--- src/design/dns_query_name_encoder_macros.svh ---
// Assertion macros for the DNS query name encoder.
// Included by the top level; relies on no other file.
`ifndef DNS_QUERY_NAME_ENCODER_MACROS_SVH
`define DNS_QUERY_NAME_ENCODER_MACROS_SVH

// Same-cycle implication, disabled while reset is low.
`define DQE_ASSERT_NOW(lbl, clk, rst_n, ante, cons) \
    lbl: assert property (@(posedge clk) disable iff (!(rst_n)) (ante) |-> (cons)) \
        else $error("dqe check failed");

// Next-cycle implication, disabled while reset is low.
`define DQE_ASSERT_NEXT(lbl, clk, rst_n, ante, cons) \
    lbl: assert property (@(posedge clk) disable iff (!(rst_n)) (ante) |=> (cons)) \
        else $error("dqe check failed");

`endif

--- src/design/dqe_pkg.sv ---
// Shared constants, codes and controller/datapath structs of the DNS query name encoder.
// No dependencies.
package dqe_pkg;

    localparam int MAX_LABEL_DEF = 32;
    localparam int MAX_RESULTS   = 64;
    localparam int CNT_W         = 7;
    localparam int LEN_W         = 10;
    localparam logic [LEN_W-1:0] LEN_MAX = 10'd1023;
    localparam int IDX_W         = 4;
    localparam int HDR_BYTES     = 12;
    localparam int TRL_BYTES     = 4;
    localparam int PADDR_W       = 4;

    localparam logic [7:0] CHR_DOT  = 8'h2E;
    localparam logic [7:0] CHR_NL   = 8'h0A;
    localparam logic [7:0] QD_LO    = 8'h01;
    localparam logic [7:0] ZERO_B   = 8'h00;

    // byte positions inside the header and the trailer
    localparam logic [IDX_W-1:0] HDR_TID_HI = 4'd0;
    localparam logic [IDX_W-1:0] HDR_TID_LO = 4'd1;
    localparam logic [IDX_W-1:0] HDR_FLG_HI = 4'd2;
    localparam logic [IDX_W-1:0] HDR_FLG_LO = 4'd3;
    localparam logic [IDX_W-1:0] HDR_QD_LO  = 4'd5;
    localparam logic [IDX_W-1:0] TRL_TYP_HI = 4'd0;
    localparam logic [IDX_W-1:0] TRL_TYP_LO = 4'd1;
    localparam logic [IDX_W-1:0] TRL_CLS_HI = 4'd2;

    typedef enum logic [1:0] {
        REG_TID    = 2'd0,
        REG_FLAGS  = 2'd1,
        REG_QTYPE  = 2'd2,
        REG_QCLASS = 2'd3
    } t_reg_idx;

    typedef enum logic [2:0] {
        SRC_ZERO = 3'd0,
        SRC_HDR  = 3'd1,
        SRC_LEN  = 3'd2,
        SRC_LAB  = 3'd3,
        SRC_TRL  = 3'd4
    } t_src;

    typedef struct packed {
        logic        take;
        logic        idx_clr;
        logic        idx_inc;
        logic        k_inc;
        logic        rd_en;
        logic        load;
        t_src        src;
        logic        last;
        logic        finish;
    } t_ctl;

    typedef struct packed {
        logic in_dot;
        logic in_nl;
        logic dot;
        logic nl;
        logic hdr_sent;
        logic hdr_last;
        logic trl_last;
        logic fill_zero;
        logic k_last;
        logic cap;
        logic out_free;
    } t_sts;

    typedef struct packed {
        logic [15:0] tid;
        logic [15:0] flags;
        logic [15:0] qtype;
        logic [15:0] qclass;
    } t_cfg;

endpackage

--- src/design/dqe_if.sv ---
// Request channels of the DNS query name encoder: host name characters in, message bytes out.
// Depends on dqe_pkg for the length width.
interface dqe_char_if;
    logic       valid;
    logic       ready;
    logic [7:0] character;

    modport source (output valid, output character, input ready);
    modport sink   (input valid, input character, output ready);
endinterface

interface dqe_msg_if;
    logic                      valid;
    logic                      ready;
    logic [7:0]                out_byte;
    logic                      run_last;
    logic                      end_of_packet;
    logic                      label_overflow;
    logic [dqe_pkg::LEN_W-1:0] packet_length;

    modport source (output valid, output out_byte, output run_last, output end_of_packet,
                    output label_overflow, output packet_length, input ready);
    modport sink   (input valid, input out_byte, input run_last, input end_of_packet,
                    input label_overflow, input packet_length, output ready);
endinterface

--- src/design/dqe_ram.sv ---
// Generic simple dual-port RAM: one write port, one read port with registered read data.
// No dependencies.
module dqe_ram #(
    parameter int WIDTH = 8,
    parameter int DEPTH = 32,
    localparam int ADDR_W = (DEPTH > 1) ? $clog2(DEPTH) : 1
) (
    input  logic              i_clk,
    input  logic              i_we,
    input  logic [ADDR_W-1:0] i_waddr,
    input  logic [WIDTH-1:0]  i_wdata,
    input  logic              i_re,
    input  logic [ADDR_W-1:0] i_raddr,
    output logic [WIDTH-1:0]  o_rdata
);

    logic [WIDTH-1:0] r_mem [DEPTH];
    logic [WIDTH-1:0] r_rdata;

    always_ff @(posedge i_clk) begin
        if (i_we) begin
            r_mem[i_waddr] <= i_wdata;
        end
        if (i_re) begin
            r_rdata <= r_mem[i_raddr];
        end
    end

    assign o_rdata = r_rdata;

endmodule

--- src/design/dqe_ctrl.sv ---
// Sequencing state machine: walks header, label length, label bytes, terminator and trailer.
// Depends on dqe_pkg for the command and status structs.
module dqe_ctrl (
    input  logic          i_clk,
    input  logic          i_rst_n,
    input  logic          i_in_valid,
    output logic          o_in_ready,
    input  dqe_pkg::t_sts i_sts,
    output dqe_pkg::t_ctl o_ctl
);

    typedef enum logic [2:0] {
        S_IDLE,
        S_HDR,
        S_LEN,
        S_LRD,
        S_LOUT,
        S_TERM,
        S_TRL
    } t_state;

    t_state r_state;
    t_state n_state;

    always_comb begin
        logic seq_last;
        seq_last   = 1'b0;
        n_state    = r_state;
        o_ctl      = '0;
        o_in_ready = 1'b0;
        unique case (r_state)
            S_IDLE: begin
                o_in_ready = 1'b1;
                if (i_in_valid) begin
                    o_ctl.take    = 1'b1;
                    o_ctl.idx_clr = 1'b1;
                    if (!i_sts.hdr_sent) begin
                        n_state = S_HDR;
                    end else if (i_sts.in_dot || i_sts.in_nl) begin
                        n_state = S_LEN;
                    end
                end
            end
            S_HDR: begin
                if (i_sts.out_free) begin
                    o_ctl.load    = 1'b1;
                    o_ctl.src     = dqe_pkg::SRC_HDR;
                    o_ctl.idx_inc = 1'b1;
                    seq_last = i_sts.hdr_last && !(i_sts.dot || i_sts.nl);
                    if (i_sts.hdr_last) begin
                        n_state = S_LEN;
                    end
                end
            end
            S_LEN: begin
                if (i_sts.out_free) begin
                    o_ctl.load = 1'b1;
                    o_ctl.src  = dqe_pkg::SRC_LEN;
                    seq_last = i_sts.fill_zero && i_sts.dot;
                    n_state  = i_sts.fill_zero ? S_TERM : S_LRD;
                end
            end
            S_LRD: begin
                o_ctl.rd_en = 1'b1;
                n_state     = S_LOUT;
            end
            S_LOUT: begin
                if (i_sts.out_free) begin
                    o_ctl.load  = 1'b1;
                    o_ctl.src   = dqe_pkg::SRC_LAB;
                    o_ctl.k_inc = 1'b1;
                    seq_last = i_sts.k_last && i_sts.dot;
                    n_state  = i_sts.k_last ? S_TERM : S_LRD;
                end
            end
            S_TERM: begin
                if (i_sts.out_free) begin
                    o_ctl.load    = 1'b1;
                    o_ctl.src     = dqe_pkg::SRC_ZERO;
                    o_ctl.idx_clr = 1'b1;
                    n_state       = S_TRL;
                end
            end
            S_TRL: begin
                if (i_sts.out_free) begin
                    o_ctl.load    = 1'b1;
                    o_ctl.src     = dqe_pkg::SRC_TRL;
                    o_ctl.idx_inc = 1'b1;
                    seq_last = i_sts.trl_last;
                end
            end
            default: begin
                n_state = S_IDLE;
            end
        endcase
        // the result cap ends the request early; state cleanup still happens
        if (o_ctl.load) begin
            o_ctl.last = seq_last || i_sts.cap;
            if (o_ctl.last) begin
                o_ctl.finish = 1'b1;
                n_state      = S_IDLE;
            end
        end
    end

    always_ff @(posedge i_clk) begin
        if (!i_rst_n) begin
            r_state <= S_IDLE;
        end else begin
            r_state <= n_state;
        end
    end

endmodule

--- src/design/dqe_dpath.sv ---
// Datapath: label store, name state, sequence counters, byte select and output register.
// Depends on dqe_pkg and dqe_ram.
module dqe_dpath #(
    parameter int MAX_LABEL = dqe_pkg::MAX_LABEL_DEF
) (
    input  logic                      i_clk,
    input  logic                      i_rst_n,
    input  dqe_pkg::t_ctl             i_ctl,
    input  dqe_pkg::t_cfg             i_cfg,
    input  logic [7:0]                i_char,
    output dqe_pkg::t_sts             o_sts,
    input  logic                      i_out_ready,
    output logic                      o_out_valid,
    output logic [7:0]                o_out_byte,
    output logic                      o_run_last,
    output logic                      o_eop,
    output logic                      o_ovf,
    output logic [dqe_pkg::LEN_W-1:0] o_len
);

    localparam int FILL_W = $clog2(MAX_LABEL + 1);
    localparam int ADDR_W = (MAX_LABEL > 1) ? $clog2(MAX_LABEL) : 1;
    localparam int CNT_W  = dqe_pkg::CNT_W;
    localparam int IDX_W  = dqe_pkg::IDX_W;
    localparam int LEN_W  = dqe_pkg::LEN_W;

    logic [7:0]        r_chr;
    logic [FILL_W-1:0] r_fill;
    logic              r_hdr_sent;
    logic [LEN_W-1:0]  r_total;
    logic [LEN_W-1:0]  n_total;
    logic              r_ovf_seen;
    logic [IDX_W-1:0]  r_idx;
    logic [ADDR_W-1:0] r_k;
    logic [CNT_W-1:0]  r_cnt;

    logic              r_valid;
    logic [7:0]        r_byte;
    logic              r_last;
    logic              r_eop;
    logic              r_ovf;
    logic [LEN_W-1:0]  r_len;

    logic              w_in_dot;
    logic              w_in_nl;
    logic              w_dot;
    logic              w_nl;
    logic              w_eop;
    logic              w_we;
    logic [7:0]        w_rdata;
    logic [7:0]        w_byte;

    assign w_in_dot = (i_char == dqe_pkg::CHR_DOT);
    assign w_in_nl  = (i_char == dqe_pkg::CHR_NL);
    assign w_dot    = (r_chr == dqe_pkg::CHR_DOT);
    assign w_nl     = (r_chr == dqe_pkg::CHR_NL);
    assign w_we     = i_ctl.take && !w_in_dot && !w_in_nl && (r_fill < FILL_W'(MAX_LABEL));
    assign w_eop    = i_ctl.last && w_nl;
    assign n_total  = (r_total == dqe_pkg::LEN_MAX) ? r_total : r_total + LEN_W'(1);

    dqe_ram #(
        .WIDTH (8),
        .DEPTH (MAX_LABEL)
    ) u_store (
        .i_clk   (i_clk),
        .i_we    (w_we),
        .i_waddr (r_fill[ADDR_W-1:0]),
        .i_wdata (i_char),
        .i_re    (i_ctl.rd_en),
        .i_raddr (r_k),
        .o_rdata (w_rdata)
    );

    always_comb begin
        w_byte = dqe_pkg::ZERO_B;
        case (i_ctl.src)
            dqe_pkg::SRC_HDR: begin
                case (r_idx)
                    dqe_pkg::HDR_TID_HI: w_byte = i_cfg.tid[15:8];
                    dqe_pkg::HDR_TID_LO: w_byte = i_cfg.tid[7:0];
                    dqe_pkg::HDR_FLG_HI: w_byte = i_cfg.flags[15:8];
                    dqe_pkg::HDR_FLG_LO: w_byte = i_cfg.flags[7:0];
                    dqe_pkg::HDR_QD_LO:  w_byte = dqe_pkg::QD_LO;
                    default:             w_byte = dqe_pkg::ZERO_B;
                endcase
            end
            dqe_pkg::SRC_TRL: begin
                case (r_idx)
                    dqe_pkg::TRL_TYP_HI: w_byte = i_cfg.qtype[15:8];
                    dqe_pkg::TRL_TYP_LO: w_byte = i_cfg.qtype[7:0];
                    dqe_pkg::TRL_CLS_HI: w_byte = i_cfg.qclass[15:8];
                    default:             w_byte = i_cfg.qclass[7:0];
                endcase
            end
            dqe_pkg::SRC_LEN: w_byte = 8'(r_fill);
            dqe_pkg::SRC_LAB: w_byte = w_rdata;
            default:          w_byte = dqe_pkg::ZERO_B;
        endcase
    end

    // name state and sequence counters
    always_ff @(posedge i_clk) begin
        if (!i_rst_n) begin
            r_fill     <= '0;
            r_hdr_sent <= 1'b0;
            r_total    <= '0;
            r_ovf_seen <= 1'b0;
            r_idx      <= '0;
            r_k        <= '0;
            r_cnt      <= '0;
        end else begin
            if (i_ctl.take) begin
                r_chr      <= i_char;
                r_hdr_sent <= 1'b1;
                r_k        <= '0;
                r_cnt      <= '0;
                if (w_we) begin
                    r_fill <= r_fill + FILL_W'(1);
                end else if (!w_in_dot && !w_in_nl) begin
                    r_ovf_seen <= 1'b1;
                end
            end
            if (i_ctl.idx_clr) begin
                r_idx <= '0;
            end else if (i_ctl.idx_inc) begin
                r_idx <= r_idx + IDX_W'(1);
            end
            if (i_ctl.k_inc) begin
                r_k <= r_k + ADDR_W'(1);
            end
            if (i_ctl.load) begin
                r_cnt   <= r_cnt + CNT_W'(1);
                r_total <= n_total;
            end
            if (i_ctl.finish) begin
                if (w_dot || w_nl) begin
                    r_fill <= '0;
                end
                if (w_nl) begin
                    r_hdr_sent <= 1'b0;
                    r_total    <= '0;
                    r_ovf_seen <= 1'b0;
                end
            end
        end
    end

    // output register: take a new byte whenever the slot is empty or draining
    always_ff @(posedge i_clk) begin
        if (!i_rst_n) begin
            r_valid <= 1'b0;
        end else if (i_ctl.load) begin
            r_valid <= 1'b1;
        end else if (i_out_ready) begin
            r_valid <= 1'b0;
        end
    end

    always_ff @(posedge i_clk) begin
        if (i_ctl.load) begin
            r_byte <= w_byte;
            r_last <= i_ctl.last;
            r_eop  <= w_eop;
            r_ovf  <= r_ovf_seen;
            r_len  <= w_eop ? n_total : '0;
        end
    end

    always_comb begin
        o_sts           = '0;
        o_sts.in_dot    = w_in_dot;
        o_sts.in_nl     = w_in_nl;
        o_sts.dot       = w_dot;
        o_sts.nl        = w_nl;
        o_sts.hdr_sent  = r_hdr_sent;
        o_sts.hdr_last  = (r_idx == IDX_W'(dqe_pkg::HDR_BYTES - 1));
        o_sts.trl_last  = (r_idx == IDX_W'(dqe_pkg::TRL_BYTES - 1));
        o_sts.fill_zero = (r_fill == '0);
        o_sts.k_last    = ((FILL_W'(r_k) + FILL_W'(1)) == r_fill);
        o_sts.cap       = (r_cnt == CNT_W'(dqe_pkg::MAX_RESULTS - 1));
        o_sts.out_free  = !r_valid || i_out_ready;
    end

    assign o_out_valid = r_valid;
    assign o_out_byte  = r_byte;
    assign o_run_last  = r_last;
    assign o_eop       = r_eop;
    assign o_ovf       = r_ovf;
    assign o_len       = r_len;

endmodule

--- src/design/dns_query_name_encoder.sv ---
// Top level of the DNS query name encoder: register file, controller and datapath.
// Depends on dqe_pkg, dqe_if, dqe_ctrl, dqe_dpath and the assertion macro header.
//
//   channel   dir  handshake            payload
//   i_char    in   valid/ready          character[7:0]
//   o_msg     out  valid/ready          out_byte, run_last, end_of_packet,
//                                       label_overflow, packet_length[9:0]
//   apb       in   psel/penable/pready  paddr[3:0], pwdata/prdata[31:0]
//
// An ordinary character is taken in idle once the header is out; the first character
// of a name adds 12 header bytes, one per cycle via the output register unless stalled.
// A dot sends its length byte; each label byte needs a store read before it is sent.
// A newline sends the same plus the terminator, type and class bytes.
// Output stalls hold the sequencer; input waits while a request is in flight.
// Reset is synchronous; the label store needs no clearing pass.
`include "dns_query_name_encoder_macros.svh"

module dns_query_name_encoder #(
    parameter int MAX_LABEL = dqe_pkg::MAX_LABEL_DEF
) (
    input  logic                        i_clk,
    input  logic                        i_rst_n,
    dqe_char_if.sink                    i_char,
    dqe_msg_if.source                   o_msg,
    input  logic                        psel,
    input  logic                        penable,
    input  logic                        pwrite,
    input  logic [dqe_pkg::PADDR_W-1:0] paddr,
    input  logic [31:0]                 pwdata,
    output logic [31:0]                 prdata,
    output logic                        pready
);

    dqe_pkg::t_cfg r_cfg;
    dqe_pkg::t_ctl w_ctl;
    dqe_pkg::t_sts w_sts;
    logic          w_wr;
    logic          w_in_ready;

    assign pready = 1'b1;
    assign w_wr   = psel && penable && pwrite;

    always_ff @(posedge i_clk) begin
        if (!i_rst_n) begin
            r_cfg.tid    <= 16'h0001;
            r_cfg.flags  <= 16'h0100;
            r_cfg.qtype  <= 16'h0001;
            r_cfg.qclass <= 16'h0001;
        end else if (w_wr) begin
            unique case (dqe_pkg::t_reg_idx'(paddr[3:2]))
                dqe_pkg::REG_TID:    r_cfg.tid    <= pwdata[15:0];
                dqe_pkg::REG_FLAGS:  r_cfg.flags  <= pwdata[15:0];
                dqe_pkg::REG_QTYPE:  r_cfg.qtype  <= pwdata[15:0];
                dqe_pkg::REG_QCLASS: r_cfg.qclass <= pwdata[15:0];
                default: ;
            endcase
        end
    end

    always_comb begin
        unique case (dqe_pkg::t_reg_idx'(paddr[3:2]))
            dqe_pkg::REG_TID:    prdata = {16'h0000, r_cfg.tid};
            dqe_pkg::REG_FLAGS:  prdata = {16'h0000, r_cfg.flags};
            dqe_pkg::REG_QTYPE:  prdata = {16'h0000, r_cfg.qtype};
            dqe_pkg::REG_QCLASS: prdata = {16'h0000, r_cfg.qclass};
            default:             prdata = '0;
        endcase
    end

    dqe_ctrl u_ctrl (
        .i_clk      (i_clk),
        .i_rst_n    (i_rst_n),
        .i_in_valid (i_char.valid),
        .o_in_ready (w_in_ready),
        .i_sts      (w_sts),
        .o_ctl      (w_ctl)
    );

    assign i_char.ready = w_in_ready;

    dqe_dpath #(
        .MAX_LABEL (MAX_LABEL)
    ) u_dpath (
        .i_clk       (i_clk),
        .i_rst_n     (i_rst_n),
        .i_ctl       (w_ctl),
        .i_cfg       (r_cfg),
        .i_char      (i_char.character),
        .o_sts       (w_sts),
        .i_out_ready (o_msg.ready),
        .o_out_valid (o_msg.valid),
        .o_out_byte  (o_msg.out_byte),
        .o_run_last  (o_msg.run_last),
        .o_eop       (o_msg.end_of_packet),
        .o_ovf       (o_msg.label_overflow),
        .o_len       (o_msg.packet_length)
    );

    `DQE_ASSERT_NOW(a_eop_is_last, i_clk, i_rst_n, o_msg.valid && o_msg.end_of_packet, o_msg.run_last)
    `DQE_ASSERT_NOW(a_len_only_eop, i_clk, i_rst_n, o_msg.valid && !o_msg.end_of_packet, o_msg.packet_length == '0)
    `DQE_ASSERT_NOW(a_eop_name_reset, i_clk, i_rst_n, $rose(o_msg.valid && o_msg.end_of_packet), !w_sts.hdr_sent && w_in_ready)
    `DQE_ASSERT_NEXT(a_finish_idle, i_clk, i_rst_n, w_ctl.finish, w_in_ready)

endmodule
--- src/flat_wrapper.sv ---
// flat-port wrapper written by rule: the top's interface ports become plain ports
module dns_query_name_encoder_flat 
#(
    parameter int MAX_LABEL = dqe_pkg::MAX_LABEL_DEF
)
  (i_clk, i_rst_n, psel, penable, pwrite, paddr, pwdata, prdata, pready, i_char_valid, i_char_character, i_char_ready, o_msg_valid, o_msg_out_byte, o_msg_run_last, o_msg_end_of_packet, o_msg_label_overflow, o_msg_packet_length, o_msg_ready);
  dqe_char_if i_char_i ();
  dqe_msg_if o_msg_i ();
  input  logic i_clk;
  input  logic i_rst_n;
  input  logic psel;
  input  logic penable;
  input  logic pwrite;
  input  logic [dqe_pkg::PADDR_W-1:0] paddr;
  input  logic [31:0] pwdata;
  output logic [31:0] prdata;
  output logic pready;
  input wire logic [$bits(i_char_i.valid)-1:0] i_char_valid;
  input wire logic [$bits(i_char_i.character)-1:0] i_char_character;
  output wire logic [$bits(i_char_i.ready)-1:0] i_char_ready;
  output wire logic [$bits(o_msg_i.valid)-1:0] o_msg_valid;
  output wire logic [$bits(o_msg_i.out_byte)-1:0] o_msg_out_byte;
  output wire logic [$bits(o_msg_i.run_last)-1:0] o_msg_run_last;
  output wire logic [$bits(o_msg_i.end_of_packet)-1:0] o_msg_end_of_packet;
  output wire logic [$bits(o_msg_i.label_overflow)-1:0] o_msg_label_overflow;
  output wire logic [$bits(o_msg_i.packet_length)-1:0] o_msg_packet_length;
  input wire logic [$bits(o_msg_i.ready)-1:0] o_msg_ready;
  assign i_char_i.valid = i_char_valid;
  assign i_char_i.character = i_char_character;
  assign i_char_ready = i_char_i.ready;
  assign o_msg_valid = o_msg_i.valid;
  assign o_msg_out_byte = o_msg_i.out_byte;
  assign o_msg_run_last = o_msg_i.run_last;
  assign o_msg_end_of_packet = o_msg_i.end_of_packet;
  assign o_msg_label_overflow = o_msg_i.label_overflow;
  assign o_msg_packet_length = o_msg_i.packet_length;
  assign o_msg_i.ready = o_msg_ready;
  dns_query_name_encoder #(.MAX_LABEL(MAX_LABEL)) u_core (.i_clk(i_clk), .i_rst_n(i_rst_n), .i_char(i_char_i), .o_msg(o_msg_i), .psel(psel), .penable(penable), .pwrite(pwrite), .paddr(paddr), .pwdata(pwdata), .prdata(prdata), .pready(pready));
endmodule
--- config.mk ---
export PLATFORM = sky130hd
export DESIGN_NAME = dns_query_name_encoder_flat
export DESIGN_NICKNAME = d
export VERILOG_FILES = /design/src/design/dqe_pkg.sv /design/src/design/dqe_if.sv /design/src/design/dqe_ram.sv /design/src/design/dqe_ctrl.sv /design/src/design/dqe_dpath.sv /design/src/design/dns_query_name_encoder.sv /design/src/flat_wrapper.sv
export VERILOG_INCLUDE_DIRS = /design/src /design/src/design
export SDC_FILE = /design/constraint.sdc
export NUM_CORES = 1
export LEC_CHECK = 0
export ABC_AREA = 1
export ABC_CLOCK_PERIOD_IN_PS = 2310
export BUFFER_PORTS_ARGS = -buffer_cell sky130_fd_sc_hd__buf_2
export CAP_MARGIN = 20
export CORE_ASPECT_RATIO = 1.75
export CORE_MARGIN = 2
export CORE_UTILIZATION = 50
export CTS_BUF_LIST = sky130_fd_sc_hd__clkbuf_16
export CTS_CLUSTER_SIZE = 30
export DETAILED_ROUTE_END_ITERATION = 8
export PLACE_DENSITY = 0.75
export SKIP_LAST_GASP = 1
export SLEW_MARGIN = 10
export SYNTH_ARGS = -nofsm -noshare
export SYNTH_HDL_FRONTEND = slang
export SYNTH_SLANG_ARGS = --single-unit
--- constraint.sdc ---
create_clock -name i_clk -period 2.31 [get_ports i_clk]
set_input_delay 0.1155 -clock i_clk [delete_from_list [all_inputs] [get_ports i_clk]]
set_output_delay 0.1155 -clock i_clk [all_outputs]
set_load 0.02 [all_outputs]
=== Word level (Yosys, flattened, before mapping) ===
Memories as Yosys holds them, arrays and structs flattened. A register that Yosys moved wholly into a read port is not among the register bits.
Index checks and enable logic that the tools add are counted.

* Bitwise gates (word level): 1
* Mux-type cells: 62
* Reduce and logical (&&, ||, !) cells: 32
* Add/subtract/negate cells: 6
* Magnitude comparators: 1
* Equality and inequality tests: 25

{| class="wikitable"
|+ Operator list
! operator !! number
|-
| $pmux 32 s4 || 1
|-
| $mux 10 || 4
|-
| $pmux 8 s5 || 1
|-
| $mux 3 || 12
|-
| $pmux 8 s4 || 1
|-
| $mux 6 || 4
|-
| $pmux 8 s3 || 1
|-
| $mux 1 || 23
|-
| $pmux 3 s7 || 1
|-
| $mux 4 || 5
|-
| $pmux 4 s5 || 1
|-
| $eq 8x4->1 const B || 2
|-
| $eq 8x6->1 const B || 2
|-
| $mux 7 || 2
|-
| $eq 3x2->1 const B || 4
|-
| $eq 3x3->1 const B || 4
|-
| $add 10x1->10 const B || 1
|-
| $eq 10x10->1 const B || 1
|-
| $logic_and 1x1->1 || 10
|-
| $mux 5 || 2
|-
| $reduce_and 2->1 || 5
|-
| $eq 4x2->1 const B || 2
|-
| $add 7x1->7 const B || 1
|-
| $eq 7x6->1 const B || 1
|-
| 24 further kinds || 36
|}

* Bits in registers: 131
* RAM bits: 256
* Memories kept: 1
* Output and inout bits: 56
* Word-level logic and storage cells: 147
* Bits of input ports: 51

{| class="wikitable"
|+ Memories
! memory !! depth !! bits a word !! rd ports !! clocked after memory_dff !! write ports !! line !! source
|-
| u_core.u_dpath.u_store.r_mem || 32 || 8 || 1 || 1 || 1 || dqe_ram.sv:17 || <nowiki>logic [WIDTH-1:0] r_mem [DEPTH];</nowiki>
|}

=== Logic depth before layout (Yosys ltp) ===
* Word-level depth: 10
* Gate-level depth with buffers: 16
* Depth with buffers taken out: 15

=== Modules after synthesis ===
From an unflattened synthesis, not the netlist that was laid out.

* Cells, all modules: 2007
* Area, all modules: 18300.1 µm²

{| class="wikitable"
|+ Modules (own cells, without submodules)
! module !! cells an instance !! sequential area each (µm²) !! area each (µm²) !! times used
|-
| dqe_ram || 922 || 7927.6 || 10866.7 || 1
|-
| dqe_dpath || 526 || 1571.5 || 3872.5 || 1
|-
| dns_query_name_encoder || 478 || 1281.2 || 3111.7 || 1
|-
| dqe_ctrl || 81 || 60.1 || 449.2 || 1
|}

=== Worst setup path before layout ===
OpenSTA, ideal clock, no wires.

* Kind: reg2reg
* From: reg u_core.u_ctrl.r_state[0]
* To: reg u_core.u_dpath.r_eop (netlist: u_core.u_dpath.o_eop) (enable)
* Slack: 295 ps
* Data required time: 1917 ps
* Stages on the path, launching flop included: 6
* Buffers on the path: 1
* Library setup time: 393 ps
* Period minus slack after synthesis: 2015 ps
* Arrival: 1622 ps
* Cell sequence: dfxtp_1 inv_2 nor2_1 inv_2 a21oi_2 clkbuf_1

{| class="wikitable"
|+ RTL lines
! item !! line !! source
|-
| start: declaration || dqe_ctrl.sv:22 || <nowiki>t_state r_state;</nowiki>
|-
| start signal: assignment || dqe_ctrl.sv:110 || <nowiki>r_state <= n_state;</nowiki>
|-
| end signal: assignment || dqe_dpath.sv:163 || <nowiki>r_eop <= w_eop;</nowiki>
|-
| end: declaration || dqe_dpath.sv:40 || <nowiki>logic r_eop;</nowiki>
|}

=== Worst setup path after layout ===
* From: reg u_core.u_ctrl.r_state[2]
* To: mem u_core.u_dpath.u_store.r_mem[26][5] (enable)

* Word-level cells in the longest chain between the ends: 7

{| class="wikitable"
|+ RTL lines
! item !! line !! source
|-
| $logic_not 3->1 || dqe_ctrl.sv:31 || <nowiki>unique case (r_state)</nowiki>
|-
| $mux 1 || dqe_ctrl.sv:31 ||
|-
| $logic_and 1x1->1 (3 in a row) || dqe_dpath.sv:57 || <nowiki>assign w_we = i_ctl.take && !w_in_dot && !w_in_nl && (r_fill < FILL_W'(MAX_LABEL));</nowiki>
|-
| $mux 1 || dqe_ram.sv:21 || <nowiki>if (i_we) begin</nowiki>
|-
| $mux 1 (implied by the code) || dqe_ram.sv:22 || <nowiki>r_mem[i_waddr] <= i_wdata;</nowiki>
|-
| end: declaration || dqe_ram.sv:17 ||
|}

Every way passes these cells.

==> results by group <==
Run status
  • Status: finished clean

Layout
  • Reg area: 10800 sq um
  • Final core occ: between 50% and 60%
  • Multi-input gate area: between 5000 and 6000 sq um
  • Number of fill cells: approximately 2800
  • Layout Cell Area excl Fill: between 15000 and 20000 sq um
  • Proportion of layout cells with a drive suffix above 1: between 10% and 20%
  • Area Growth Syn to Fin: 15.7%
  • Highest-count cells in the layout ignoring fill and taps: 325 x nor2_1, 293 x edfxtp_1, 268 x nand2_1, 213 x o21ai_0, 100 x dfxtp_1
  • Commonest non-fill, non-tap cell in the layout: nor2_1
  • # nets final: around 1900
  • N_diodes: 0

Global routing
  • First-pass GRT wire length: approximately 70000 um
  • Vias in the first global route: ~13000
  • Grt ovf: 0
  • Initial antenna violation count: 1
  • Gr usage total: ~26%
  • Largest net degree at the start of global routing: 93

Route
  • Met3 Wirelength: ~2600 um
  • TritonRoute pass-1 iters: 7
  • Via count: about 13000
  • Antenna viol nets, final: 0
  • Routed length per instance: about 20 um
  • DR WL met2: 24600 um
  • DRC violations left: 0
  • WL met1: 15600 um
  • Initial drt markers: 972
  • Via/cell ratio: ~5.8
  • Top layer in use: met4
  • Routed wire length: 45700 um

Die
  • Die width: roughly 140 um
  • Row Count: 89
  • Initial core utilization: between 50% and 60%
  • Core area: between 30000 and 40000 sq um
  • Die height: approximately 250 um
  • Die Area: 35500 sq um
  • Io pins: roughly 110

Clock network
  • Deepest clock path buffer count: 3
  • Depth of the CTS H-tree: 2
  • CTS tree: yes
  • Clock transition at path regs: about 0.07 ns
  • Clock Tree Root: clkbuf_16
  • CTS Sinks: 395
  • Total CTS buffers: 36
  • Clock Latency Late Sink: ~0.54 ns

Min path
  • Cells on Worst Hold Path: 5
  • HP Class: primary input to flop

STA
  • FMAX: 0.456 GHz
  • Worst slew margin: 44.5%
  • Slew Limit Fails: 0
  • Clock skew: around 0.015 ns
  • Final Hold Fails: 0
  • Unrepaired setup endpoints after global routing: yes
  • Post-route setup TNS: 0 ns
  • Final-report setup violation count: 0
  • Min Tclk post-route: 2.20 ns
  • Hold slack final: ~0.10 ns
  • Actual slew at the worst max-slew pin: slightly above 0.8 ns
  • Final period util: 95.0%

Worst setup path
  • Internal reg-to-reg setup slack: 0.11 ns
  • CP Capture Type: flop
  • Kind of critical path: flop to flop
  • Nature of the critical path startpoint: flop
  • Worst path required time: 2.56 ns
  • Worst Reg-to-Reg Cells: 8
  • Crit path DAT: around 2.4 ns
  • Largest stage delay, worst path: roughly 0.37 ns
  • Worst-path cell chain: inv_1 -> nand2_1 -> nor2_1 -> nand3_2 -> inv_1 -> nand2_1 -> nor2_1 -> buf_4
  • Crit path max-delay cell type: dfxtp_1
  • Critical-path maximum fanout: 8

Placed design
  • DP HPWL: ~30000 um
  • GP Congestion: ~1.0
  • IO buf count: slightly above 70
  • Placed cell areas: 18300 sq um

Yosys
  • FF+latch count, synth: 395
  • Post-synthesis cell count: 1690
  • Avg Cell Area, Syn: about 10 sq um
  • Sequential area share after synthesis: 63.9%
  • Top post-synthesis cells by area: edfxtp_1 52%, dfxtp_1 12%, nor2_1 7.2%
  • Synth warn: 0
  • Post-synth top area share: 51.8%
  • Synth Cell Area: around 17000 sq um
  • Synth Flop Type: edfxtp_1
  • Distinct cells, synth: 42
  • Number of enable flip-flop cells after synthesis: approximately 290
  • FFs w/ async S/R, synth: 0%
  • Area leader, netlist: edfxtp_1

Power and ir drop
  • Power density cells: between 700 and 800 nW/um^2
  • Part of the power in registers: a little over half
  • Clk pwr share: 40.2%
  • Sw Pwr: about 0.0032 W
  • Sw Ratio: between 20% and 30%
  • Comb power frac: under 10%
  • Tot Pwr: around 0.014 W
  • Maximum vdd drop: around 0.00053 V
  • Lkg Pwr: about 7.3 nW
  • Int Pwr: about 0.011 W

Flow run
  • Max-cap viol count: 0
[critical path, delay by kind of cell (launching register included)]
kind | cells | cell delay [ns]
flops | 1 | 0.37
buf+inv | 3 | 0.53
simple gates | 5 | 1.01
[logic make-up after synthesis]
family | after synthesis | synth area share (%)
XOR/XNOR | 4 | 0.206
flip-flops | 395 | 63.9
buffers and inverters | 191 | 4.97
adder cells (fa/ha/maj) | 11 | 0.811
other | 2 | 0.0443
AND/OR/NAND/NOR | 679 | 16.1
AO/OA/AOI/OAI | 408 | 14.0
[cells in the mapped netlist, types with 3 or more instances]
cell / number
nor2_1: 325
edfxtp_1: 293
nand2_1: 269
o21ai_0: 213
dfxtp_1: 102
inv_1: 78
o22ai_1: 67
clkbuf_1: 63
a21oi_1: 57
nand3_1: 38
buf_4: 20
o2111ai_1: 19
o221ai_1: 19
nand4_1: 16
o211ai_1: 12
ha_1: 11
a21oi_2: 10
buf_2: 10
buf_1: 6
inv_2: 6
nor3_1: 6
a221oi_1: 5
nor2_2: 5
clkinv_1: 4
xor2_1: 4
buf_6: 3
nand2_2: 3
nand3b_1: 3
nor3_2: 3
nor3b_1: 3
[power groups by stage]
stage	clock network [W]	registers (W)	logic (W)
2_1_floorplan	0	0.00797	0.000436
3_3_place_gp	0	0.00794	0.000795
3_5_place_dp	0	0.00795	0.000815
4_1_cts	0.00590	0.00779	0.000844
5_1_grt	0.00616	0.00780	0.000930
6_report	0.00581	0.00780	0.000854
[registers in the layout, summed over array words and instances, names as in the netlist, 5 cells and up]
register                        cells
u_core.u_dpath.u_store.r_mem      256
u_core.r_cfg                       64
u_core.u_dpath.o_len               10
u_core.u_dpath.r_total             10
u_core.u_dpath.o_out_byte           8
u_core.u_dpath.r_chr                8
u_core.u_dpath.u_store.o_rdata      8
u_core.u_dpath.r_cnt                7
u_core.u_dpath.r_fill               6
u_core.u_dpath.r_k                  5
[worst paths after layout]
check / from / to
max: u_core.u_ctrl.r_state[2] / u_core.u_dpath.u_store.r_mem[26][5]
min reg2reg: u_core.u_dpath.r_ovf_seen / u_core.u_dpath.o_ovf
max reg2reg: u_core.u_ctrl.r_state[2] / u_core.u_dpath.u_store.r_mem[26][5]
min: o_msg_ready / u_core.u_dpath.o_out_valid
[area by class of cell]
cell class	count	share of cell area (%)
clock inverters	27	1.07
repair buffers	193	7.17
well taps	455	2.90
multi-input cells	1119	27.3
inverters	88	1.68
flip-flops and latches	395	55.2
clock buffers	37	4.71
[layer usage]
layer  GRT usage [%]  vias to the layer above
met4            16.4                        0
met2            48.2                      616
met1            25.9                     6372
met3            3.63                      166
li1                -                     6185
met5               0                        -
[metrics by stage]
stage | std cells | setup slack (ns)
2_1_floorplan | 1705 | 0.295
3_3_place_gp | 2229 | 0.130
3_5_place_dp | 2229 | 0.0655
4_1_cts | 2311 | 0.0474
5_1_grt | 2314 | -0.0201
6_report | 2314 | 0.115
[repair_timing]
action	4_1_cts	5_1_grt
setup endpoints to repair	0	20
setup buffers	0	2
hold buffers	18	0
endpoints found under the hold margin	72	0
gates resized for setup	0	4
No activity file was read; power rests on OpenSTA's default activity.
